## config.mk

```make
export PLATFORM = sky130hd
export DESIGN_NAME = brb_ctrl
export DESIGN_NICKNAME = d
export VERILOG_FILES = /design/src/rtl/core/brb_pkg.sv /design/src/rtl/core/brb_ctrl.sv
export SDC_FILE = /design/constraint.sdc
export NUM_CORES = 1
export LEC_CHECK = 0
export ABC_AREA = 1
export BUFFER_PORTS_ARGS = -buffer_cell sky130_fd_sc_hd__buf_4
export CAP_MARGIN = 20
export CELL_PAD_IN_SITES_DETAIL_PLACEMENT = 1
export CELL_PAD_IN_SITES_GLOBAL_PLACEMENT = 2
export CORE_AREA = 2 2 166 168
export DETAILED_ROUTE_END_ITERATION = 10
export DIE_AREA = 0 0 168 170
export PLACE_DENSITY = 0.94
export SYNTH_ARGS = -nofsm -noshare
export SYNTH_HDL_FRONTEND = slang
export SYNTH_SLANG_ARGS = --single-unit
```

## constraint.sdc

```tcl
create_clock -name clk -period 20.7 [get_ports clk]
set_input_delay 1.035 -clock clk [delete_from_list [all_inputs] [get_ports clk]]
set_output_delay 1.035 -clock clk [all_outputs]
set_load 0.02 [all_outputs]
```

## src/rtl/core/brb_pkg.sv

```systemverilog
// ---------------------------------------------------------------------------
// brb_pkg
// Shared types and constants for the byte ring buffer unit.
// ---------------------------------------------------------------------------
package brb_pkg;

  localparam int unsigned COUNT_W = 11;   // ring length: 10-bit size plus a small gap
  localparam int unsigned LEN_W   = 10;
  localparam int unsigned BYTE_W  = 8;

  localparam logic [LEN_W-1:0] BUF_SIZE_RESET = 10'd1023;

  typedef enum logic [2:0] {
    REQ_PUSH    = 3'd0,
    REQ_POP     = 3'd1,
    REQ_DISCARD = 3'd2,
    REQ_READ    = 3'd3,
    REQ_WRITE   = 3'd4,
    REQ_CLEAR   = 3'd5
  } req_type_t;

  typedef struct packed {
    req_type_t          req_type;
    logic               first_byte;
    logic [LEN_W-1:0]   req_len;
    logic [LEN_W-1:0]   offset;
    logic [BYTE_W-1:0]  data_in;
  } item_t;

  typedef struct packed {
    logic               accepted;
    logic               rd_flag;     // data_out comes from the store
    logic [LEN_W-1:0]   used_count;
    logic [LEN_W-1:0]   free_count;
  } result_t;

endpackage

```

## src/rtl/core/brb_ctrl.sv

```systemverilog
// ---------------------------------------------------------------------------
// brb_ctrl
// Pointer state, length checks and per-step decision for the ring buffer.
// ---------------------------------------------------------------------------
module brb_ctrl #(
  parameter int unsigned STORE_DEPTH = 1024,
  parameter int unsigned FULL_GAP    = 1,
  localparam int unsigned AW = $clog2(STORE_DEPTH)
) (
  input  logic                       clk,
  input  logic                       rst_n,
  input  logic                       cfg_we,
  input  logic [brb_pkg::LEN_W-1:0]  cfg_size,
  input  logic                       step_en,
  input  brb_pkg::item_t             item,
  output brb_pkg::result_t           result,
  output logic                       wr_en,
  output logic                       rd_en,
  output logic [AW-1:0]              mem_addr,
  output logic [brb_pkg::BYTE_W-1:0] wr_data
);

  localparam int unsigned SW = (AW > brb_pkg::COUNT_W) ? AW : brb_pkg::COUNT_W;
  localparam int unsigned XW = SW + 1;
  localparam int CAP_MAX  = (STORE_DEPTH > FULL_GAP) ? int'(STORE_DEPTH - FULL_GAP) : 0;
  localparam int CAP_LIM  = (CAP_MAX > 1023) ? 1023 : CAP_MAX;
  localparam int RST_CAP  = (1023 + FULL_GAP > STORE_DEPTH) ? CAP_LIM : 1023;

  logic [AW-1:0]                head_r, head_nxt;
  logic [AW-1:0]                tail_r, tail_nxt;
  logic                         rej_r, rej_nxt;
  logic [brb_pkg::COUNT_W-1:0]  cap_r, ring_r;
  logic [brb_pkg::COUNT_W-1:0]  cfg_cap;

  logic [XW-1:0] head_x, tail_x, ring_x, cap_x, len_x, off_x;
  logic [XW-1:0] used_x, free_x, used_after;
  logic [XW-1:0] head_inc, tail_inc, head_len, head_off;
  logic          rej_chk, acc, rd_flag;

  // clamp the usable size so the ring fits the store
  always_comb begin
    if (XW'(cfg_size) + XW'(FULL_GAP) > XW'(STORE_DEPTH)) begin
      cfg_cap = brb_pkg::COUNT_W'(CAP_LIM);
    end else begin
      cfg_cap = brb_pkg::COUNT_W'(cfg_size);
    end
  end

  assign head_x = XW'(head_r);
  assign tail_x = XW'(tail_r);
  assign ring_x = XW'(ring_r);
  assign cap_x  = XW'(cap_r);
  assign len_x  = XW'(item.req_len);
  assign off_x  = XW'(item.offset);

  assign used_x = (tail_x >= head_x) ? (tail_x - head_x) : (ring_x + tail_x - head_x);
  assign free_x = cap_x - used_x;

  assign head_inc = (head_x + 1'b1 == ring_x) ? '0 : head_x + 1'b1;
  assign tail_inc = (tail_x + 1'b1 == ring_x) ? '0 : tail_x + 1'b1;
  // each sum stays below twice the ring length while the length or offset is below it
  assign head_len = (head_x + len_x >= ring_x) ? head_x + len_x - ring_x : head_x + len_x;
  assign head_off = (head_x + off_x >= ring_x) ? head_x + off_x - ring_x : head_x + off_x;

  always_comb begin
    head_nxt   = head_r;
    tail_nxt   = tail_r;
    rej_nxt    = rej_r;
    rej_chk    = rej_r;
    acc        = 1'b0;
    rd_flag    = 1'b0;
    wr_en      = 1'b0;
    rd_en      = 1'b0;
    mem_addr   = head_r;
    used_after = used_x;
    case (item.req_type)
      brb_pkg::REQ_PUSH: begin
        rej_chk = item.first_byte ? (free_x < len_x) : rej_r;
        rej_nxt = rej_chk;
        if (!rej_chk && free_x != '0) begin
          acc        = 1'b1;
          wr_en      = step_en;
          mem_addr   = tail_r;
          tail_nxt   = AW'(tail_inc);
          used_after = used_x + 1'b1;
        end
      end
      brb_pkg::REQ_POP: begin
        rej_chk = item.first_byte ? (used_x < len_x) : rej_r;
        rej_nxt = rej_chk;
        if (!rej_chk && used_x != '0) begin
          acc        = 1'b1;
          rd_flag    = 1'b1;
          rd_en      = step_en;
          head_nxt   = AW'(head_inc);
          used_after = used_x - 1'b1;
        end
      end
      brb_pkg::REQ_DISCARD: begin
        if (used_x >= len_x) begin
          acc        = 1'b1;
          head_nxt   = AW'(head_len);
          used_after = used_x - len_x;
        end
      end
      brb_pkg::REQ_READ, brb_pkg::REQ_WRITE: begin
        rej_chk = item.first_byte ? (used_x < off_x + len_x) : rej_r;
        rej_nxt = rej_chk;
        if (!rej_chk && off_x < used_x) begin
          acc      = 1'b1;
          mem_addr = AW'(head_off);
          if (item.req_type == brb_pkg::REQ_READ) begin
            rd_flag = 1'b1;
            rd_en   = step_en;
          end else begin
            wr_en   = step_en;
          end
        end
      end
      brb_pkg::REQ_CLEAR: begin
        acc        = 1'b1;
        head_nxt   = '0;
        tail_nxt   = '0;
        rej_nxt    = 1'b0;
        used_after = '0;
      end
      default: begin
      end
    endcase
  end

  assign wr_data = item.data_in;

  always_comb begin
    result.accepted   = acc;
    result.rd_flag    = rd_flag;
    result.used_count = used_after[brb_pkg::LEN_W-1:0];
    result.free_count = brb_pkg::LEN_W'(cap_x - used_after);
  end

  always_ff @(posedge clk) begin
    if (!rst_n) begin
      head_r <= '0;
      tail_r <= '0;
      rej_r  <= 1'b0;
      cap_r  <= brb_pkg::COUNT_W'(RST_CAP);
      ring_r <= brb_pkg::COUNT_W'(RST_CAP + FULL_GAP);
    end else if (cfg_we) begin
      // a new size empties the ring
      head_r <= '0;
      tail_r <= '0;
      rej_r  <= 1'b0;
      cap_r  <= cfg_cap;
      ring_r <= cfg_cap + brb_pkg::COUNT_W'(FULL_GAP);
    end else if (step_en) begin
      head_r <= head_nxt;
      tail_r <= tail_nxt;
      rej_r  <= rej_nxt;
    end
  end

endmodule

```

; After elaboration in Yosys (flattened, before gate mapping)
; Index checks and enable logic that the tools add are counted.
[word_totals]
regBits = 42
out_inout_bits = 42
[op_classes]
n_addsub = 17
n_lt_le_gt_ge = 9
eq_ne = 10
muxes = 38
bitwise_logic = 1
n_reduce_logical = 17
[op_table]
columns = cell, count
row1 = 2-to-1 mux 10 bit, 13
row2 = "adder 10 x 1 -> 11 bit, second input constant", 4
row3 = one-hot mux 10 bit (2 select lines), 2
row4 = one-hot mux 10 bit (4 select lines), 1
row5 = subtractor 10 bit, 4
row6 = adder 10 x 10 -> 11 bit, 3
row7 = one-hot mux 10 bit (3 select lines), 1
row8 = less-than comparator 12 x 10 -> 1 bit, 2
row9 = nonzero test 12 bit, 2
row10 = == test 11 bit, 2
row11 = >= comparator 11 bit, 2
row12 = 2-to-1 mux 1 bit, 15
row13 = adder 11 x 10 -> 12 bit, 1
row14 = >= comparator 12 x 10 -> 1 bit, 1
row15 = less-than comparator 10 x 12 -> 1 bit, 1
row16 = less-than comparator 12 x 11 -> 1 bit, 1
row17 = 2-to-1 mux 12 bit, 1
row18 = subtractor 10 x 12 -> 12 bit, 1
row19 = subtractor 12 x 10 -> 12 bit, 1
row20 = "greater-than comparator 11 bit, second input constant", 1
row21 = subtractor 10 x 10 -> 11 bit, 1
row22 = "adder 10 x 1 -> 10 bit, second input constant", 1
row23 = >= comparator 10 bit, 1
row24 = "subtractor 10 x 1 -> 10 bit, second input constant", 1
row25 = other kinds (18), 29

; Logic depth before layout (Yosys ltp)
; Gate-level depths: netlist of the first run.
[depth]
ltp_word = 11
ltp_mapped = 56
mapped_depth_nobuf = 55

; Worst setup path before layout of the first run
; No wires, ideal clock.
[synth_path]
kind = register to output
from = register tail_r[2]
to = output port result[9] in the netlist's numbering
t_arrival_ns = 6.895
setup_slack_ns = 12.770
path_stages_with_launch = 50
cell_sequence = dfxtp_1 > inv_1 > fa_1 > inv_1 > ha_1 > a21oi_1 > nand2_1 > a21oi_1 > xor2_1 > inv_1 > o21ai_2 > inv_1 > ha_1 > nand2_1 > inv_1 > nand4_1 > o21bai_4 > xor2_2 > [... 14 more ...] > ha_1 > inv_1 > nand3_1 > nand2_1 > a21oi_1 > inv_1 > a21oi_1 > nor2_1 > nor2_1 > inv_1 > a21oi_1 > nor2_1 > nor2_1 > o21bai_1 > xor2_1 > inv_1 > nand3_1 > nand2_1
[synth_rtl]
columns = item, line
row1 = "start, declared", brb_ctrl.sv:30  ; logic [AW-1:0] tail_r, tail_nxt;
row2 = "start signal, assigned", brb_ctrl.sv:157  ; tail_r <= tail_nxt;
row3 = "end, declared", brb_ctrl.sv:16  ; output brb_pkg::result_t result,

==> reports/qor.txt, run 1 <==
vias in the first global route: 10964
Setup Fix Bufs, Post-CTS: 0
Worst slew margin: 38.31%
Hold Vio Cnt, Final: 0
synth warn: 0
number of port buffers: 71
layout cell share with drive strength beyond 1: 10.45%
CTS tree: done
via count: 10810
cell mode on critical path: inv_1
Worst-Margin Slew: 0.9219 ns
antenna violations before repair: 0
P&R area growth vs syn: 9.977%
# fillers: 3578
Leakage: 5.527 nW
crit path launch: tail_r[2]
remaining antenna violation count: 0
Yosys cell types: 61
Slew Viols, Final: 0
Cells after Synth: 1544
worst hold start: rej_r
number of placement rows: 60
Total Routing Usage GR: 28.38%
Die Y: 170 µm
DRT iter0 DRCs: 650
Vias/cell: 5.575
Core Region: 0.02665 mm²
drt drc: 0
Mapped Area: 0.009782 mm²
synthesized net count: 1738
CP Max Fanout: 9
post-place instance area: 0.01059 mm²
setup TNS: 0 ns
largest net degree at the start of global routing: 24
Setup crit start kind: register
Critical-path top delay cell: fa_1
crit path kind: reg -> out
Synth area leader: ha_1
post-route cell area: 0.01076 mm²
total chip power: 0.001031 W
FF/Latch Area: 840.8 µm²
setup skew after layout: 0.006973 ns
DIE WIDTH: 168 µm
Nets: 1792
asr flop ratio synth: 0%
starting density of the core: 36.70%
slowest stage delay, CP: 0.52 ns
hpwl dp: 34.75 mm
Max clock buf depth: 2
multi-input logic area: 0.007766 mm²
top_reg_cell synth: dfxtp_1
Die Footprint: 0.02856 mm²
I/O Pins: 88
Non-Filler Instances: 1939
Clk pin slew, worst setup/hold paths: 0.07 ns
synth top area cells: ha_1 17%, nand2_1 11%, inv_1 9.7%
synthesized flop and latch total: 42
RSZ-0062 raised after global routing: no
Synth top area share: 16.76%
Critical Path AT: 8.44 ns
crit end category: output pin
CTS buffer count: 5
count leader, synth: nand2_1
Max Cap Viol: 0
status: complete, no violations
WHS: 0.4742 ns
Congestion Overflow GR: 0
final setup fails: 0
Tmin final: 9.476 ns
Final period util: 45.78%
cell total after placement: 1932
# resized after CTS: 0
Min-Delay Path Class: reg -> reg
Post-synth EDFFs: 0
R2R Path Start: tail_r[2]
fraction of the yosys area taken by sequential cells: 8.596%
gpl congestion: 0.9897
CTS sink cnt: 42
hold buffer count at CTS: 0
top post-synthesis cells by count: 289 x nand2_1, 254 x inv_1, 133 x nor2_1
worst IR drop on VDD: 0.03187 mV
H-tree depth: 2
first drt pass iteration count: 5
Skew-Pair Late Insertion Delay: 0.30 ns
clk root buf: clkbuf_16
# diodes: 0
syn_area_per_cell: 6.335 µm²
CP Data Required Time: 19.67 ns
Fmax: 0.1055 GHz
first-pass GRT wire length: 62.80 mm
detailed-route wire length per cell: 21.10 µm
Post-Route WL: 40.91 mm
pwr/cell area: 95.87 mW/mm²
[layer usage]
layer	GRT usage [%]	routed length, µm
met1	37.44	18540
met4	11.49	1797
met2	48.40	18890
met3	1.744	1687
met5	0	0
[cells by family after synthesis]
group,synth area share (%)
compound gates,19.75
xor+xnor,9.389
fa+ha+maj,20.24
buf+inv,12.01
flops,8.596
simple gates,30.02
[placed cells by master, fill, tap and decap left out, drive strengths merged, types with 2 or more instances in the layout]
cell,count
nand2,320
inv,264
nor2,139
a21oi,137
ha,131
nand3,99
o21ai,98
xor2,95
buf,74
dfxtp,42
nand4,29
nor3,28
o21bai,20
fa,17
o211ai,15
xnor2,9
a21o,8
nor4,8
o22ai,7
nand3b,7
a31oi,6
a22oi,6
clkbuf,6
a211oi,5
or2,4
o32ai,4
o221ai,3
a21boi,3
o21a,2
o31ai,2
nor3b,2
[registers in the layout, indices dropped and copies added (netlist names)]
name	count
cap_r	10
head_r	10
rej_r	1
ring_r	11
tail_r	10
[worst max-delay path, delay by kind of cell, from the launching register on]
family	cells	cell delay [ns]
compound gates	13	2.52
xor+xnor	3	0.61
fa+ha+maj	5	1.90
buf+inv	9	0.92
flops	1	0.43
simple gates	17	1.77
[report_power, final]
group / leakage, nW / switching (W) / internal, W / total [W]
clock: 0.0829 / 0.0000350 / 0.0000596 / 0.0000946
sequential: 0.344 / 0.00000769 / 0.0000848 / 0.0000925
combinational: 5.10 / 0.000562 / 0.000282 / 0.000844
[path summary, 6_finish.rpt]
check | to | slack [ns] | cells after the start
max reg2reg | tail_r[2] | 14.40 | 31
max | result[9] | 11.22 | 47
min reg2reg | rej_r | 0.47 | 2
min | rej_r | 0.47 | 2
[layout make-up]
type | count | share of cell area [%]
well taps | 341 | 3.966
clock buffers | 6 | 1.291
clock inverters | 1 | 0.2791
multi-input cells | 1210 | 72.19
inverters | 265 | 9.293
flip-flops and latches | 42 | 7.816
repair buffers | 74 | 5.164
[per-stage QoR]
stage / worst slack, ns / util [%]
final: 11.22 / 40.37
after detailed placement: 11.54 / 39.73
after global routing: 10.48 / 40.37
after CTS: 11.23 / 40.37
after global placement: 11.78 / 39.73
after floorplan: 12.77 / -
Note: power is estimated with default switching activity, not from simulation.
==> inputs of run 2 (changes only) <==
Settings changed: CORE_AREA 2 2 166 168 to 2 2 173 175, DIE_AREA 0 0 168 170 to 0 0 175 177, PLACE_DENSITY 0.94 to 0.88.
Clock period 20.7 ns to 9.6 ns, I/O delays scaled along.
==> run 2 against run 1 <==
Final cell count increased by 3.0%. First-iteration DRC count increased by 0.92%. Sequential cell count unchanged. Combinational power increased by 120%. Die area increased by 8.5%. Highest routed layer unchanged. Utilization decreased by 3.2 points. Setup slack got worse by 10 ns. Power increased by 110%. Global-route usage decreased by 2.0 points. Critical path depth increased by 1.
==> reports/qor.txt, run 2 (synthesis gave the netlist of run 1 again) <==
crit path kind: reg -> out (unchanged)
first drt pass iteration count: 5 (unchanged)
CP Data Required Time: 9.12 ns (was 19.67 ns)
Clk pin slew, worst setup/hold paths: 0.07 ns (about the same)
worst hold start: rst_n (was rej_r)
DIE WIDTH: 175 µm (was 168 µm)
remaining antenna violation count: 0 (unchanged)
clk root buf: clkbuf_16 (unchanged)
Critical Path AT: 8.13 ns (was 8.44 ns)
crit path buf inv count: 10 (was 9)
RSZ-0062 raised after global routing: no (unchanged)
Vias/cell: 5.383 (was 5.575)
max reg flops: 11 (unchanged)
Reg power frac: 9.0% (about the same)
H-tree depth: 2 (unchanged)
clock share of power: 8.3% (was 9.2%)
Fmax: 0.1161 GHz
gpl congestion: 1.001 (was 0.9897)
multi-input logic area: 0.007766 mm² (unchanged)
Die Y: 177 µm (was 170 µm)
first-pass GRT wire length: 62.73 mm (was 62.80 mm)
Final period util: 89.73%
setup skew after layout: 0.005838 ns (was 0.006973 ns)
CTS buffer count: 5 (unchanged)
Setup crit start kind: register (unchanged)
Sw Share: 59.20% (was 58.63%)
layout cell share with drive strength beyond 1: 10.95% (was 10.45%)
drt drc: 0 (unchanged)
cell mode on critical path: inv_1 (unchanged)
Die Footprint: 0.03098 mm² (was 0.02856 mm²)
Core Region: 0.02924 mm² (was 0.02665 mm²)
Congestion Overflow GR: 0 (unchanged)
most common cell after layout, fill and taps aside: nand2_1 (unchanged)
pwr/cell area: 203.9 mW/mm² (was 95.87 mW/mm²)
antenna violations before repair: 0 (unchanged)
R2R Path Start: tail_r[2] (unchanged)
final setup fails: 0 (unchanged)
Skew-Pair Late Insertion Delay: 0.31 ns (was 0.30 ns)
setup TNS: 0 ns (unchanged)
detailed-route wire length per cell: 20.55 µm (was 21.10 µm)
number of placement rows: 63 (was 60)
CTS sink cnt: 42 (unchanged)
CP Max Fanout: 9 (unchanged)
Post-Route Utilization: 37.14% (was 40.37%)
Nets: 1800 (was 1792)
starting density of the core: 33.45% (was 36.70%)
r2r endpoint: tail_r[2] (unchanged)
via count: 10749 (was 10810)
Tmin final: 8.614 ns
Worst-Margin Slew: 0.8628 ns (was 0.9219 ns)
Total Routing Usage GR: 26.34% (was 28.38%)
Most flops, register: ring_r (unchanged)
NetSw: 0.001311 W (was 0.0006046 W)
Min-Delay Path Class: in -> reg (was reg -> reg)
# fillers: 3913 (was 3578)
crit end category: output pin (unchanged)
Hold Vio Cnt, Final: 0 (unchanged)
P&R area growth vs syn: 11.03% (was 9.977%)
cell family with most CP delay: compound AO/OA/AOI/OAI gates (unchanged)
CTS tree: done (unchanged)
worst IR drop on VDD: 0.07056 mV (was 0.03187 mV)
Worst R2R Setup Slack: 3.64 ns (was 14.40 ns)
status: complete, no violations (unchanged)
Endpoint, Worst Hold: cap_r[8] (was rej_r)
I/O Pins: 88 (unchanged)
slowest stage delay, CP: 0.52 ns (about the same)
Leakage: 5.553 nW (was 5.527 nW)
DRT iter0 DRCs: 656 (was 650)
internal power: 0.0009035 W (was 0.0004267 W)
Critical-path top delay cell: fa_1 (unchanged)
Hold Crit Depth: 2 (unchanged)
hpwl dp: 34.66 mm (was 34.75 mm)
most frequent cells in the layout: 289 x nand2_1, 254 x inv_1, 133 x nor2_1 (unchanged)
vias in the first global route: 10951 (was 10964)
Max Cap Viol: 0 (unchanged)
largest net degree at the start of global routing: 24 (unchanged)
FF/Latch Area: 840.8 µm² (unchanged)
Worst slew margin: 41.87% (was 38.31%)
Setup Fix Bufs, Post-CTS: 0 (unchanged)
# resized after CTS: 0 (unchanged)
hold buffer count at CTS: 0 (unchanged)
# diodes: 0 (unchanged)
Post-Route WL: 41.04 mm (was 40.91 mm)
combinational share of power: 82.7% (was 81.9%)
Slew Viols, Final: 0 (unchanged)
Max clock buf depth: 2 (unchanged)
R2R depth: 32 (was 31)
number of port buffers: 71 (unchanged)
[run 2: cell count changes in the layout (fill, tap and decap cells not counted)]
cell | before | now
buf_4 | 74 | 82
clkinv_4 | 0 | 1
bufinv_16 | 1 | 0
clkinvlp_4 | 0 | 1
clkbuf_8 | 1 | 0
inv_6 | 0 | 1
[run 2: power groups by stage]
stage / Clock (W) / Combinational (W) / Sequential, W
floorplan: 0 / 0.00127 / 0.000195
global placement: 0 / 0.00179 / 0.000202
detailed placement: 0 / 0.00182 / 0.000203
CTS: 0.000188 / 0.00183 / 0.000199
global route: 0.000191 / 0.00204 / 0.000200
finish: 0.000184 / 0.00183 / 0.000199
[run 2: per-layer routing]
metal  vias to the layer above  GRT usage, %  wire (µm)
met3                        66         1.912       1626
met4                         0         10.00       1584
li1                       5246             -          -
met1                      5183         34.99      18970
met2                       254         44.60      18860
met5                         -             0          0
[run 2: worst max path at each step]
stage | to | cells past startpoint | slack, ns | startpoint
after floorplan | result[9] | 49 | 2.22 | tail_r[2]
after global placement | result[9] | 48 | 1.52 | ring_r[1]
after detailed placement | result[9] | 48 | 1.36 | tail_r[2]
after CTS | result[9] | 48 | 0.99 | tail_r[2]
after global routing | result[9] | 48 | 0.24 | ring_r[1]
final | result[9] | 48 | 0.99 | tail_r[2]
[run 2: worst reg2reg max path: cells and delay by family (launching register included)]
| kind | cells | cell delay, ns |
|---|---|---|
| compound gates | 8 | 1.23 |
| fa+ha+maj | 4 | 1.55 |
| xor+xnor | 2 | 0.37 |
| flops | 1 | 0.44 |
| simple gates | 11 | 1.50 |
| buf+inv | 7 | 0.78 |
[run 2: metrics by stage]
step                power (W)  cell area [µm²]  hold WS [ns]  std cells  setup slack (ns)
floorplan            0.001466             9782        0.4435       1544             2.225
global placement     0.001992            10710        0.4717       1989             1.515
detailed placement   0.002020            10710        0.4897       1989             1.355
CTS                  0.002214            10860        0.3853       1997            0.9897
global route         0.002428            10860        0.3972       1997            0.2424
finish               0.002215            10860        0.3894       1997            0.9864
[run 2: final cells by class]
type,instances,share of cell area (%)
tap,390,4.493
sequential,42,7.742
clock buffer,5,1.152
timing repair buffer,82,5.668
clock inverter,3,0.2304
inverter,265,9.205
multi-input combinational,1210,71.51
==> inputs of run 3 (changes only) <==
--- a/constraint.sdc
+++ b/constraint.sdc
@@ -3,2 +3,2 @@
 set_output_delay 0.48 -clock clk [all_outputs]
-set_load 0.02 [all_outputs]
+set_load 0.1 [all_outputs]
==> run 3 against run 2 <==
Sequential share of layout area hardly changed. Critical path depth shrank 1. Sequential cell count did not move. Final cell count is the same. Critical path type unchanged. Via count shrank 0.11%. Register-to-register slack worse by 0.23 ns. Largest power group unchanged.
==> reports/qor.txt, run 3 (synthesis gave the netlist of run 1 again) <==
status: complete, no violations (unchanged)
first-pass GRT wire length: 62.34 mm (was 62.73 mm)
clock share of power: 7.7% (was 8.3%)
Sw Share: 65.10% (was 59.20%)
worst hold start: rst_n (unchanged)
Congestion Overflow GR: 0 (unchanged)
starting density of the core: 33.45% (unchanged)
clk root buf: clkbuf_16 (unchanged)
CTS buffer count: 5 (unchanged)
internal power: 0.0009291 W (was 0.0009035 W)
H-tree depth: 2 (unchanged)
Max clock buf depth: 2 (unchanged)
gpl congestion: 0.9769 (was 1.001)
setup TNS: 0 ns (unchanged)
r2r endpoint: tail_r[1] (was tail_r[2])
setup ws final: 0.8294 ns (was 0.9864 ns)
Critical-path top delay cell: fa_1 (unchanged)
GR Util met1: 35.31% (was 34.99%)
Post-Route WL: 40.83 mm (was 41.04 mm)
R2R Path Start: ring_r[1] (was tail_r[2])
DRT iter0 DRCs: 523 (was 656)
Fmax: 0.1140 GHz (was 0.1161 GHz)
layout cell share with drive strength beyond 1: 11.08% (was 10.95%)
Setup Fix Bufs, Post-CTS: 0 (unchanged)
Total Routing Usage GR: 26.29% (was 26.34%)
I/O Pins: 88 (unchanged)
Die Y: 177 µm (unchanged)
Setup crit start kind: register (unchanged)
Nets: 1800 (unchanged)
layer with the highest usage: met2 (unchanged)
Worst R2R Setup Slack: 3.41 ns (was 3.64 ns)
Worst-Margin Slew: 1.028 ns (was 0.8628 ns)
Endpoint, Worst Hold: cap_r[8] (unchanged)
crit end category: output pin (unchanged)
pwr/cell area: 244.5 mW/mm² (was 203.9 mW/mm²)
CTS tree: done (unchanged)
Leakage: 5.568 nW (was 5.553 nW)
crit path kind: reg -> out (unchanged)
CTS sink cnt: 42 (unchanged)
first drt pass iteration count: 5 (unchanged)
crit path buf inv count: 9 (was 10)
setup skew after layout: 0.005541 ns (was 0.005838 ns)
RSZ-0062 raised after global routing: no (unchanged)
combinational share of power: 84.8% (was 82.7%)
most frequent cells in the layout: 289 x nand2_1, 254 x inv_1, 133 x nor2_1 (unchanged)
remaining antenna violation count: 0 (unchanged)
number of placement rows: 63 (unchanged)
cell total after placement: 1989 (unchanged)
max reg flops: 11 (unchanged)
Clk pin slew, worst setup/hold paths: 0.07 ns (about the same)
vias in the first global route: 10803 (was 10951)
Worst slew margin: 31.20% (was 41.87%)
number of port buffers: 71 (unchanged)
DIE WIDTH: 175 µm (unchanged)
hpwl dp: 34.73 mm (was 34.66 mm)
antenna violations before repair: 0 (unchanged)
cell mode on critical path: inv_1 (unchanged)
Most flops, register: ring_r (unchanged)
P&R area growth vs syn: 11.33% (was 11.03%)
via count: 10737 (was 10749)
most common cell after layout, fill and taps aside: nand2_1 (unchanged)
R2R depth: 31 (was 32)
Post-Route Utilization: 37.24% (was 37.14%)
met3 usage: 1.804% (was 1.912%)
Die Footprint: 0.03098 mm² (unchanged)
worst IR drop on VDD: 0.1754 mV (was 0.07056 mV)
Hold Vio Cnt, Final: 0 (unchanged)
hold buffer count at CTS: 0 (unchanged)
Core Region: 0.02924 mm² (unchanged)
Max Cap Viol: 0 (unchanged)
Slew Viols, Final: 0 (unchanged)
# diodes: 0 (unchanged)
Tmin final: 8.771 ns (was 8.614 ns)
Non-Filler Instances: 1997 (unchanged)
Critical Path AT: 8.29 ns (was 8.13 ns)
Final period util: 91.36% (was 89.73%)
drt drc: 0 (unchanged)
DP Worst Slack: 0.9203 ns (was 1.355 ns)
CP Data Required Time: 9.12 ns (about the same)
cell family with most CP delay: compound AO/OA/AOI/OAI gates (unchanged)
# resized after CTS: 0 (unchanged)
detailed-route wire length per cell: 20.45 µm (was 20.55 µm)
slowest stage delay, CP: 0.57 ns (was 0.52 ns)
CP Max Fanout: 9 (unchanged)
Vias/cell: 5.377 (was 5.383)
NetSw: 0.001733 W (was 0.001311 W)
Hold Crit Depth: 2 (unchanged)
Reg power frac: 7.4% (was 9.0%)
met2 Use GR: 44.73% (was 44.60%)
Min-Delay Path Class: in -> reg (unchanged)
largest net degree at the start of global routing: 24 (unchanged)
final setup fails: 0 (unchanged)
Skew-Pair Late Insertion Delay: 0.30 ns (was 0.31 ns)
## run 3: cell type report
cell class | count | area (µm²)
multi-input combinational | 1210 | 7781
clock buffer | 5 | 125.1
timing repair buffer | 82 | 615.6
fill | 3881 | 18350
tap | 390 | 488.0
sequential | 42 | 840.8
clock inverter | 3 | 40.04
inverter | 265 | 999.7
## run 3: routing by layer
layer	vias to the layer above	share of wire, %
met3	50	3.7
met4	0	3.6
met1	5202	46
met2	247	46
li1	5238	-
met5	-	0
## run 3: power by group through the flow
stage	logic [W]	clock network (W)	registers, W
CTS	0.00225	0.000207	0.000198
detailed placement	0.00224	0	0.000202
floorplan	0.00171	0	0.000195
global placement	0.00221	0	0.000201
global route	0.00247	0.000213	0.000199
finish	0.00226	0.000206	0.000198
## run 3: worst max path at each step
stage | from | end | slack, ns | cells after the start
floorplan | tail_r[2] | result[8] | 0.57 | 42
global placement | ring_r[1] | result[9] | 1.17 | 46
detailed placement | ring_r[1] | result[9] | 0.92 | 47
CTS | ring_r[1] | result[9] | 0.57 | 47
global route | ring_r[1] | result[9] | 0.05 | 46
finish | ring_r[1] | result[9] | 0.83 | 47
## run 3: metrics by stage
step	total power (W)	hold WS [ns]	area (µm²)
5_1_grt	0.002882	0.4263	10890
6_report	0.002663	0.3947	10890
4_1_cts	0.002659	0.3856	10880
3_5_place_dp	0.002445	0.4673	10710
3_3_place_gp	0.002412	0.4571	10710
2_1_floorplan	0.001902	0.4435	9786
